File: config.mk
export PLATFORM = sky130hd
export DESIGN_NAME = jacobi_heat_stencil_pass
export DESIGN_NICKNAME = d
export VERILOG_FILES = /design/src/hdl/jhs_pkg.sv /design/src/hdl/jhs_cell.sv /design/src/hdl/jhs_res_fifo.sv /design/src/hdl/jacobi_heat_stencil_pass.sv
export VERILOG_INCLUDE_DIRS = /design/src /design/src/hdl
export SDC_FILE = /design/constraint.sdc
export NUM_CORES = 1
export LEC_CHECK = 0
export BUFFER_PORTS_ARGS = -buffer_cell sky130_fd_sc_hd__buf_4
export CAP_MARGIN = 20
export CORE_MARGIN = 2
export CORE_UTILIZATION = 55
export CTS_CLUSTER_DIAMETER = 40
export DETAILED_ROUTE_END_ITERATION = 7
export PLACE_DENSITY = 0.71
export SETUP_SLACK_MARGIN = 0.1
export SYNTH_ARGS = -nofsm -noshare
export SYNTH_HDL_FRONTEND = slang
export SYNTH_SLANG_ARGS = --single-unit
File: constraint.sdc
create_clock -name clk -period 48.5 [get_ports clk]
set_input_delay 9.7 -clock clk [delete_from_list [all_inputs] [get_ports clk]]
set_output_delay 9.7 -clock clk [all_outputs]
set_load 0.1 [all_outputs]
File: src/hdl/jacobi_heat_stencil_pass_assert.svh
// Assertion macros shared by the stencil pass modules.
// Each macro expects clk and rst in scope.
`ifndef JACOBI_HEAT_STENCIL_PASS_ASSERT_SVH
`define JACOBI_HEAT_STENCIL_PASS_ASSERT_SVH

// Same-cycle implication, disabled during reset.
`define JHS_ASSERT_NOW(lbl, ante, cons, msg) \
  lbl: assert property (@(posedge clk) disable iff (rst) (ante) |-> (cons)) \
    else $error(msg);

// Next-cycle implication, disabled during reset.
`define JHS_ASSERT_NEXT(lbl, ante, cons, msg) \
  lbl: assert property (@(posedge clk) disable iff (rst) (ante) |=> (cons)) \
    else $error(msg);

`endif

File: src/hdl/jhs_pkg.sv
`timescale 1ns / 1ps
package jhs_pkg;

  // Default grid size
  localparam int GRID_ROWS_DEF = 32;
  localparam int GRID_COLS_DEF = 32;

  // Field widths
  localparam int HEAT_W = 16;
  localparam int SUM_W  = 28;
  localparam int THR_W  = 26;

  // Stop threshold after reset: 10.0 in Q8.8
  localparam logic [THR_W-1:0] THR_RESET = 26'd2560;

  // Result queue geometry
  localparam int FIFO_DEPTH = 4;
  localparam int FIFO_AW    = 2;
  localparam int CNT_W      = 3;

  typedef logic [HEAT_W-1:0]        heat_t;
  typedef logic signed [SUM_W-1:0]  sum_t;
  typedef logic [THR_W-1:0]         thresh_t;
  typedef logic [FIFO_AW-1:0]       ptr_t;
  typedef logic [CNT_W-1:0]         count_t;

  typedef struct packed {
    heat_t heat;
    logic  frame_end;
    logic  keep;
  } result_t;

  // Up to two results written per accepted request, res_a first
  typedef struct packed {
    logic    push_a;
    logic    push_b;
    result_t res_a;
    result_t res_b;
  } push_t;

endpackage

File: src/hdl/jhs_cell.sv
`timescale 1ns / 1ps
module jhs_cell (
  input  logic          clk,
  input  logic          shift_en,
  input  jhs_pkg::heat_t d_in,
  output jhs_pkg::heat_t d_out
);
  import jhs_pkg::*;

  heat_t value;

  // Take the neighbor's heat on every accepted request
  always_ff @(posedge clk) begin
    if (shift_en) begin
      value <= d_in;
    end
  end

  assign d_out = value;

endmodule

File: src/hdl/jhs_res_fifo.sv
`timescale 1ns / 1ps
`include "jacobi_heat_stencil_pass_assert.svh"
module jhs_res_fifo (
  input  logic              clk,
  input  logic              rst,
  input  jhs_pkg::push_t    push,
  input  logic              out_stall,
  output logic              out_valid,
  output jhs_pkg::result_t  out_res,
  output logic              no_room
);
  import jhs_pkg::*;

  result_t mem [FIFO_DEPTH];
  ptr_t    wr_ptr;
  ptr_t    rd_ptr;
  count_t  count;
  ptr_t    wr_b_ptr;
  logic    pop;
  count_t  n_push;

  assign pop      = out_valid && !out_stall;
  assign wr_b_ptr = wr_ptr + ptr_t'(push.push_a);
  assign n_push   = count_t'(push.push_a) + count_t'(push.push_b);

  // Store results in order
  always_ff @(posedge clk) begin
    if (push.push_a) begin
      mem[wr_ptr] <= push.res_a;
    end
    if (push.push_b) begin
      mem[wr_b_ptr] <= push.res_b;
    end
  end

  // Advance pointers and occupancy
  always_ff @(posedge clk) begin
    if (rst) begin
      wr_ptr <= '0;
      rd_ptr <= '0;
      count  <= '0;
    end else begin
      wr_ptr <= wr_ptr + ptr_t'(n_push);
      rd_ptr <= rd_ptr + ptr_t'(pop);
      count  <= count + n_push - count_t'(pop);
    end
  end

  assign out_valid = (count != '0);
  assign out_res   = mem[rd_ptr];
  // Hold input while two more results might not fit
  assign no_room   = (count > count_t'(FIFO_DEPTH - 2));

  `JHS_ASSERT_NOW(a_count_max, 1'b1, count <= count_t'(FIFO_DEPTH), "result queue overflow")
  `JHS_ASSERT_NOW(a_push_order, push.push_b, push.push_a || count < count_t'(FIFO_DEPTH), "second result without space")
  `JHS_ASSERT_NEXT(a_two_push, push.push_a && push.push_b && !pop, count == $past(count) + count_t'(2), "double push not counted")

endmodule

File: src/hdl/jacobi_heat_stencil_pass.sv
`timescale 1ns / 1ps
`include "jacobi_heat_stencil_pass_assert.svh"
// Jacobi five-point heat sweep over a raster-ordered grid of Q8.8 heats.
// Input channel: in_valid / in_stall carrying frame_start and cell_heat; a
// request is taken when in_valid is high and in_stall is low. frame_start
// marks the top-left cell and restarts position and change sum.
// Output channel: out_valid / out_stall carrying new_heat, frame_end and
// keep_running, one result per cell in raster order, lagging one grid row.
// Row 0 cells give no result; other cells give the result of the cell above;
// last-row cells also give their own border result right after it. keep_running
// is valid with frame_end: 1 when the summed interior change reached the
// threshold written through cfg_we / cfg_wdata.
// Each result is written into the result queue when the request that releases it
// is taken: the cell below it, or for last-row border results the cell itself.
// Throughput: one cell per cycle while in_stall is low; the line buffer is a shift
// chain of 2*GRID_COLS cells. Over the last row two results per cell leave through
// a one-result-per-cycle port, so in_stall holds the input back over that row.
// Reset clears positions, sum and the result queue and sets the threshold to
// 10.0; the line cells are not cleared. When the receiver stalls, the 4-entry
// result queue fills and in_stall rises once fewer than two slots are free.
module jacobi_heat_stencil_pass #(
  parameter int GRID_ROWS = jhs_pkg::GRID_ROWS_DEF,
  parameter int GRID_COLS = jhs_pkg::GRID_COLS_DEF
) (
  input  logic            clk,
  input  logic            rst,
  input  logic            in_valid,
  output logic            in_stall,
  input  logic            frame_start,
  input  jhs_pkg::heat_t  cell_heat,
  output logic            out_valid,
  input  logic            out_stall,
  output jhs_pkg::heat_t  new_heat,
  output logic            frame_end,
  output logic            keep_running,
  input  logic            cfg_we,
  input  jhs_pkg::thresh_t cfg_wdata
);
  import jhs_pkg::*;

  localparam int ROW_W = $clog2(GRID_ROWS);
  localparam int COL_W = $clog2(GRID_COLS);
  localparam int TAPS  = 2 * GRID_COLS;
  localparam logic [ROW_W-1:0] ROW_LAST = ROW_W'(GRID_ROWS - 1);
  localparam logic [COL_W-1:0] COL_LAST = COL_W'(GRID_COLS - 1);
  localparam sum_t SUM_MAX = {1'b0, {(SUM_W-1){1'b1}}};
  localparam sum_t SUM_MIN = {1'b1, {(SUM_W-1){1'b0}}};

  logic             acc;
  heat_t            tap [TAPS];
  logic [ROW_W-1:0] row_pos;
  logic [COL_W-1:0] col_pos;
  logic [ROW_W-1:0] r_cur;
  logic [COL_W-1:0] c_cur;
  logic             last_row;
  logic             last_col;
  logic             has_above;
  logic             interior;
  heat_t            centre;
  heat_t            up;
  heat_t            left;
  heat_t            right;
  logic [HEAT_W+1:0] total;
  heat_t            res_int;
  heat_t            res_first;
  logic signed [HEAT_W:0] diff_next;
  logic signed [HEAT_W:0] diff_q;
  logic             pend;
  sum_t             change_sum;
  logic signed [SUM_W:0] wide;
  sum_t             sat;
  sum_t             sum_upd;
  logic             keep_now;
  thresh_t          stop_threshold;
  push_t            push;
  result_t          out_res;
  logic             no_room;

  assign acc = in_valid && !in_stall;

  // Line buffer: chain of cells, two rows long
  for (genvar g = 0; g < TAPS; g++) begin : g_chain
    if (g == 0) begin : g_head
      jhs_cell u_cell (.clk(clk), .shift_en(acc), .d_in(cell_heat), .d_out(tap[g]));
    end else begin : g_body
      jhs_cell u_cell (.clk(clk), .shift_en(acc), .d_in(tap[g-1]), .d_out(tap[g]));
    end
  end

  // Position of the incoming cell
  assign r_cur     = frame_start ? '0 : row_pos;
  assign c_cur     = frame_start ? '0 : col_pos;
  assign last_row  = (r_cur == ROW_LAST);
  assign last_col  = (c_cur == COL_LAST);
  assign has_above = (r_cur != '0);
  assign interior  = (r_cur > ROW_W'(1)) && (c_cur != '0) && !last_col;

  // Neighbors of the cell one row up
  assign right  = tap[GRID_COLS-2];
  assign centre = tap[GRID_COLS-1];
  assign left   = tap[GRID_COLS];
  assign up     = tap[TAPS-1];

  // Stencil average and change
  assign total     = {2'b00, up} + {2'b00, left} + {2'b00, right} + {2'b00, cell_heat};
  assign res_int   = total[HEAT_W+1:2];
  assign res_first = interior ? res_int : centre;
  assign diff_next = $signed({1'b0, res_int}) - $signed({1'b0, centre});

  // Saturating fold of the pending change
  assign wide = {change_sum[SUM_W-1], change_sum}
              + {{(SUM_W-HEAT_W){diff_q[HEAT_W]}}, diff_q};
  always_comb begin
    if (wide[SUM_W] != wide[SUM_W-1]) begin
      sat = wide[SUM_W] ? SUM_MIN : SUM_MAX;
    end else begin
      sat = wide[SUM_W-1:0];
    end
  end
  assign sum_upd  = pend ? sat : change_sum;
  assign keep_now = !sum_upd[SUM_W-1] && (sum_upd[SUM_W-2:0] >= {1'b0, stop_threshold});

  // Advance position counters
  always_ff @(posedge clk) begin
    if (rst) begin
      row_pos <= '0;
      col_pos <= '0;
    end else if (acc) begin
      if (last_col) begin
        col_pos <= '0;
        row_pos <= last_row ? '0 : r_cur + ROW_W'(1);
      end else begin
        col_pos <= c_cur + COL_W'(1);
        row_pos <= r_cur;
      end
    end
  end

  // Accumulate interior change in the cycle after the stencil
  always_ff @(posedge clk) begin
    if (rst) begin
      change_sum <= '0;
      pend       <= 1'b0;
    end else begin
      if (acc && (frame_start || (last_row && last_col))) begin
        change_sum <= '0;
      end else begin
        change_sum <= sum_upd;
      end
      pend <= acc && interior;
    end
  end

  always_ff @(posedge clk) begin
    if (acc) begin
      diff_q <= diff_next;
    end
  end

  // Threshold register
  always_ff @(posedge clk) begin
    if (rst) begin
      stop_threshold <= THR_RESET;
    end else if (cfg_we) begin
      stop_threshold <= cfg_wdata;
    end
  end

  // Results into the queue
  always_comb begin
    push.push_a          = acc && has_above;
    push.push_b          = acc && last_row;
    push.res_a.heat      = res_first;
    push.res_a.frame_end = 1'b0;
    push.res_a.keep      = 1'b0;
    push.res_b.heat      = cell_heat;
    push.res_b.frame_end = last_col;
    push.res_b.keep      = last_col && keep_now;
  end

  jhs_res_fifo u_fifo (
    .clk       (clk),
    .rst       (rst),
    .push      (push),
    .out_stall (out_stall),
    .out_valid (out_valid),
    .out_res   (out_res),
    .no_room   (no_room)
  );

  assign in_stall     = no_room;
  assign new_heat     = out_res.heat;
  assign frame_end    = out_res.frame_end;
  assign keep_running = out_res.keep;

  `JHS_ASSERT_NOW(a_keep_at_end, push.res_b.keep, push.res_b.frame_end, "keep without frame end")
  `JHS_ASSERT_NEXT(a_start_clears, acc && frame_start, change_sum == '0 && !pend, "sum not cleared at frame start")
  `JHS_ASSERT_NOW(a_pend_source, pend, $past(acc), "pending change without request")
  `JHS_ASSERT_NOW(a_last_row_pair, push.push_b, push.push_a, "border result without upper result")

endmodule

## Word-level counts from Yosys, hierarchy flattened

Memories as Yosys holds them, arrays and structs flattened. A register that Yosys moved wholly into a read port is not among the register bits.
Cells that the tools add are included.

- Register bits after elaboration: 1113
- Memory bits (writable): 72
- Input bits: 48
- Output and inout port bits: 20
- Word-level logic and storage cells: 127
- Memories: 1

- Add/sub/neg operators: 13
- Magnitude comparators: 3
- Equality and inequality tests: 3
- Muxes and demuxes: 14
- Reductions and logical operators: 20

Memories:

| name | words | bits a word | rd ports | clocked after memory_dff | write ports | line | RTL |
|---|---|---|---|---|---|---|---|
| u_fifo.mem | 4 | 18 | 1 | 1 | 2 | jhs_res_fifo.sv:14 | `result_t mem [FIFO_DEPTH];` |

Operators by type and width:

| operator | number |
|---|---|
| 28-bit 2-to-1 mux | 3 |
| 28-bit by 17-bit adder with 29-bit output | 1 |
| 27-bit by 26-bit greater-or-equal comparator with 1-bit output | 1 |
| 5-bit 2-to-1 mux | 5 |
| 17-bit by 16-bit adder with 18-bit output | 1 |
| 18-bit by 16-bit adder with 18-bit output | 1 |
| 16-bit by 16-bit adder with 17-bit output | 1 |
| 16-bit by 16-bit subtractor with 17-bit output | 1 |
| 16-bit 2-to-1 mux | 1 |
| 1-bit logical AND | 11 |
| 5-bit by 1-bit adder with 5-bit output, second input constant | 2 |
| 5-bit equality test, second input constant | 2 |
| 5-bit nonzero test | 2 |
| 5-bit by 1-bit > comparator with 1-bit output, second input constant | 1 |
| 2-bit by 1-bit adder with 2-bit output | 2 |
| 1-bit zero test | 4 |
| 1-bit 2-to-1 mux | 4 |
| 3-bit adder | 1 |
| 3-bit by 2-bit > comparator with 1-bit output, second input constant | 1 |
| 3-bit nonzero test | 1 |
| 3-bit by 1-bit subtractor with 3-bit output | 1 |
| 1-bit by 1-bit adder with 2-bit output | 1 |
| 2-bit adder | 1 |
| 2-bit 2-to-1 mux | 1 |
| 3 further kinds | 3 |

## Longest topological paths before layout

- Depth after elaboration: 7
- Mapped depth: 22
- Depth with buffers taken out: 22

## By module

Synthesis repeated with hierarchy kept, for this count alone.

- Cells, all modules: 2176
- Area total of the unflattened synthesis: 42564.6 um^2

Modules (own cells, without submodules):

| module | times used | cells each | area each (um^2) | sequential area each (um^2) |
|---|---|---|---|---|
| jhs_cell | 64 | 16 | 480.5 | 480.5 |
| jacobi_heat_stencil_pass | 1 | 927 | 7853.8 | 1811.7 |
| jhs_res_fifo | 1 | 225 | 3961.3 | 2302.2 |

## Worst setup path after synthesis

Ideal clock, no wire load.

- Kind: input -> register
- From: in in_valid
- To: reg pend
- Library setup time: 0.192 ns
- Arrival: 40.447 ns
- Data required time: 48.308 ns
- Path slack: 7.861 ns
- Cell stages on the path: 4
- Buffers on the path: 1
- Cells stage by stage: nand2_1 inv_1 clkbuf_1 and3_1

- Word-level cells in the longest chain between the ends: 2

Ends and longest elaborated chain:

| what | line | RTL |
|---|---|---|
| start, declared | jacobi_heat_stencil_pass.sv:27 | `input logic in_valid,` |
| 1-bit logical AND | jacobi_heat_stencil_pass.sv:79 | `assign acc = in_valid && !in_stall;` |
| via acc | jacobi_heat_stencil_pass.sv:49 | `logic acc;` |
| 1-bit logical AND | jacobi_heat_stencil_pass.sv:150 | `pend <= acc && interior;` |
| end signal, assigned | jacobi_heat_stencil_pass.sv:150 |  |
| end, declared | jacobi_heat_stencil_pass.sv:68 | `logic pend;` |

The timed path passes the listed nets, and every way through them passes these cells.
A chain may end at the register's enable or synchronous reset.

## Worst setup path after layout

- From: in in_valid
- To: reg g_chain[60].g_body.u_cell.value[10], enable pin

- Word-level cells in the longest chain between the ends: 1

Ends and longest elaborated chain:

| what | line | RTL |
|---|---|---|
| 1-bit logical AND | jacobi_heat_stencil_pass.sv:79 |  |
| end signal, assigned | jhs_cell.sv:15 | `value <= d_in;` |
| end, declared | jhs_cell.sv:10 | `heat_t value;` |

Every way passes these cells.

==> impl_metrics.toml <==
[outcome]
status = "completed"

[critical_path]
critical_path_required_ns = 48.82
worstSetupPathType = "in2reg"
cp_num_buf_inv = 6
crit_start = "in_valid"
crit_path_end = "g_chain[60].g_body.u_cell.d_out[10]"
cp_max_fo = 164
worstSetupStartpointType = "primary input"
cp_cell_sequence = "buf_4 > nand2_1 > inv_8 > buf_4 > buf_4 > buf_4 > buf_4"
critPathCaptureType = "flop"
r2r.worst_path.cells = 19
cp_top_family = "buffers and inverters"
reg2reg_to = "u_fifo.mem[2][0]"
arrival_ns = 14.73
worst-path-stages = 7
regToRegSetupSlack_ns = 42.46
cpPeakStageDelay_ns = 0.95
rr_startpoint = "diff_q[16]"
crit_path_frequent_cell = "buf_4"
cpMaxStageDelayCell = "buf_4"

[drt]
drc = 0
firstDrtPassIters = 5
drtIter0Drc = 1670
viasPerCell = 5.45
antenna_left = 0
routedWlPerCell_um = 20.1
vias = 19400
routed_wl_um = 71700

[synthesis]
synth.cell_area_um2 = 42500
netlist_instances = 2242
syn_nets = 2424
synth-async-reset-ratio_pct = 0
synthDistinctLibCells = 79
ys_seq_area_share_pct = 82.0
syn_avg_cell_area_um2 = 19.0
ys_ff_latch = 1185
synth-edff-count = 1113
synth_warnings = 0
synthFlopType = "edfxtp_1"

[final_layout]
design_area_um2 = 49000
final_nets = 2606
layout-drive-gt1-share_pct = 15.5
post-route-util_pct = 64.3
area_growth_syn_to_layout_pct = 15.2

[timing]
final-setup-viol-count = 0
timing.fmax_mhz = 69.4
finalHoldViolCount = 0
maxSlewViolCount = 0
min_period_ns = 14.42
finalSetupTns_ns = 0
slew_headroom_pct = 26.7
fin_worst_skew_ns = 0.0417
worst_pin_slew_ns = 1.10
rsz0062_at_grt = "false"
fin_crit_sh_pct = 29.7

[clock_network]
ctsHoldBuffers = 0
cts_htree_levels = 4
cts_tree = "yes"
cts_setup_buffers = 0
cts_sinks = 1185
clk_pin_slew_worst_paths_ns = 0.06
clockRootBuffer = "clkbuf_16"
post_cts_resized = 0
clk_latency_ns = 0.72
cts_max_path_buffers = 3
cts_buffers = 136

[floorplan]
rows = 101
io_pins = 68
start_util_pct = 55.8
fp.dieW_um = 282
dieArea_um2 = 79500
chipHeight_um = 282
core_um2 = 76200

[place]
io_buffer_count = 67
place.gp.congestion = 0.865
post_dp_cell_area_um2 = 44300
dp.final_hpwl_um = 40800

[power_and_ir_drop]
ir_worst_vdd_uv = 63.7
combPwrFrac_pct = 21.2
seqPwrFrac_pct = 46.4
p_switching_mw = 0.916
swShare_pct = 29.3
power_density_nw_per_um2 = 63.8
power_leakage_nw = 16.6
p_int_mw = 2.21
clock_power_share_pct = 32.4
p_total_mw = 3.12

[global_routing]
antenna_found_initial = 3
overflow = 0
grt_max_degree = 206
grtUsageTotal_pct = 18.3
grt_pass1_wl_um = 110000
grt_pass1_vias = 19600

[job]
maxCapViolCount = 0

[worst_hold_path]
hold_start = "g_chain[33].g_body.u_cell.d_out[1]"
worstHoldPathType = "reg2reg"
==> metrics by stage <==
stage	std cells	worst slack [ns]	hold slack, ns
after floorplan	2242	7.86	0.400
after global placement	3313	33.56	0.400
after detailed placement	3313	33.31	0.405
after CTS	3562	34.14	0.383
after global routing	3565	33.59	0.396
final	3566	34.08	0.390
==> how the worst min path moves through the flow <==
stage / depth (start not counted) / end / slack (ns)
finish: 0 / g_chain[34].g_body.u_cell.d_out[1] / 0.39
detailed placement: 0 / g_chain[11].g_body.u_cell.d_out[5] / 0.40
global placement: 0 / g_chain[24].g_body.u_cell.d_out[0] / 0.40
global route: 0 / g_chain[57].g_body.u_cell.d_out[1] / 0.40
CTS: 0 / g_chain[34].g_body.u_cell.d_out[1] / 0.38
floorplan: 0 / g_chain[10].g_body.u_cell.d_out[0] / 0.40
==> final cells by class <==
class | count | area [µm²]
Clock inverter | 94 | 1120
Inverter | 93 | 357
Fill cell | 5003 | 27200
Tap cell | 1030 | 1290
Antenna cell | 1 | 2.50
Clock buffer | 155 | 3480
Timing Repair Buffer | 90 | 719
Sequential cell | 1185 | 34900
Multi-Input combinational cell | 918 | 7140
==> synth_stat cells (5+ instances only) <==
library cell  instances  area (µm²)
nand3_1              19        95.1
xor2_1               13         114
nor2_1              149         559
buf_1                 5        18.8
edfxtp_1           1113       33400
nand4_1               9        56.3
xnor2_1              39         342
o211ai_1             10        75.1
mux2i_1              30         300
clkbuf_1             36         135
nor3_1               28         140
a21oi_1              81         405
nor3b_1               6        45.0
inv_1                92         345
o22ai_1               7        43.8
and2_1                9        56.3
nand2_1              77         289
fa_1                 35         701
or2_2                 7        43.8
mux2_2               42         473
o21ai_0              58         290
dfxtp_1              72        1440
a31oi_1              11        68.8
mux4_2               18         405
a21o_1               23         173
and3_1                8        50.1
nand2b_1              9        56.3
nor2b_1              24         150
ha_1                 99        1240
o21a_1               14         105
a211oi_1             16         120
==> layer usage <==
| metal | track usage (%) | vias up | part of all wire [%] |
|---|---|---|---|
| li1 | - | 8970 | - |
| met1 | 26.5 | 9768 | 45 |
| met3 | 4.45 | 140 | 6.3 |
| met5 | 0 | - | 0.029 |
| met4 | 6.60 | 4 | 2.4 |
| met2 | 27.5 | 540 | 46 |
==> worst reg2reg max path, delay by kind of cell, from the launching register on <==
family                   cells  cell delay (ns)
adder cells (fa/ha/maj)      2             0.97
flip-flops                   1             0.69
AO/OA/AOI/OAI               10             2.11
AND/OR/NAND/NOR              7             1.98
==> flip-flops by register name (all words and copies together) (netlist names), 3 cells and up <==
signal,cells
change_sum,28
stop_threshold,26
row_pos,5
g_chain.g_head.u_cell.d_out,16
col_pos,5
u_fifo.count,3
u_fifo.mem,72
diff_q,17
g_chain.g_body.u_cell.d_out,1008
==> cells by family (layout without fill, tap and decap cells) <==
| family | Yosys count | count (layout) | share of synthesized area [%] |
|---|---|---|---|
| buf+inv | 139 | 432 | 1.25 |
| simple gates | 368 | 368 | 4.08 |
| mux | 93 | 93 | 2.88 |
| other cells | 0 | 1 | 0 |
| xor+xnor | 52 | 52 | 1.07 |
| compound gates | 271 | 271 | 4.15 |
| fa+ha+maj | 134 | 134 | 4.56 |
| flops | 1185 | 1185 | 82.0 |
==> power groups by stage <==
| stage | clock network (mW) | logic [mW] | registers, mW |
|---|---|---|---|
| 2_1_floorplan | 0 | 0.507 | 1.67 |
| 3_3_place_gp | 0 | 0.639 | 1.46 |
| 3_5_place_dp | 0 | 0.655 | 1.46 |
| 4_1_cts | 1.04 | 0.658 | 1.45 |
| 5_1_grt | 1.08 | 0.737 | 1.46 |
| 6_report | 1.01 | 0.661 | 1.45 |
==> placed cells by master (no fill, tap or decap), drive strengths merged, types with 11 or more instances in the layout <==
master,n
o211ai,11
dfxtp,72
nand2,78
xor2,13
edfxtp,1113
buf,90
ha,99
nor2b,24
nor3,29
a31oi,11
o21a,15
a21o,23
a21oi,84
nand3,19
mux4,18
fa,35
a211oi,17
mux2i,31
xnor2,39
mux2,44
clkinv,58
nor2,150
clkbuf,155
inv,111
o21ai,58
Note: power is estimated with default switching activity, not from simulation.
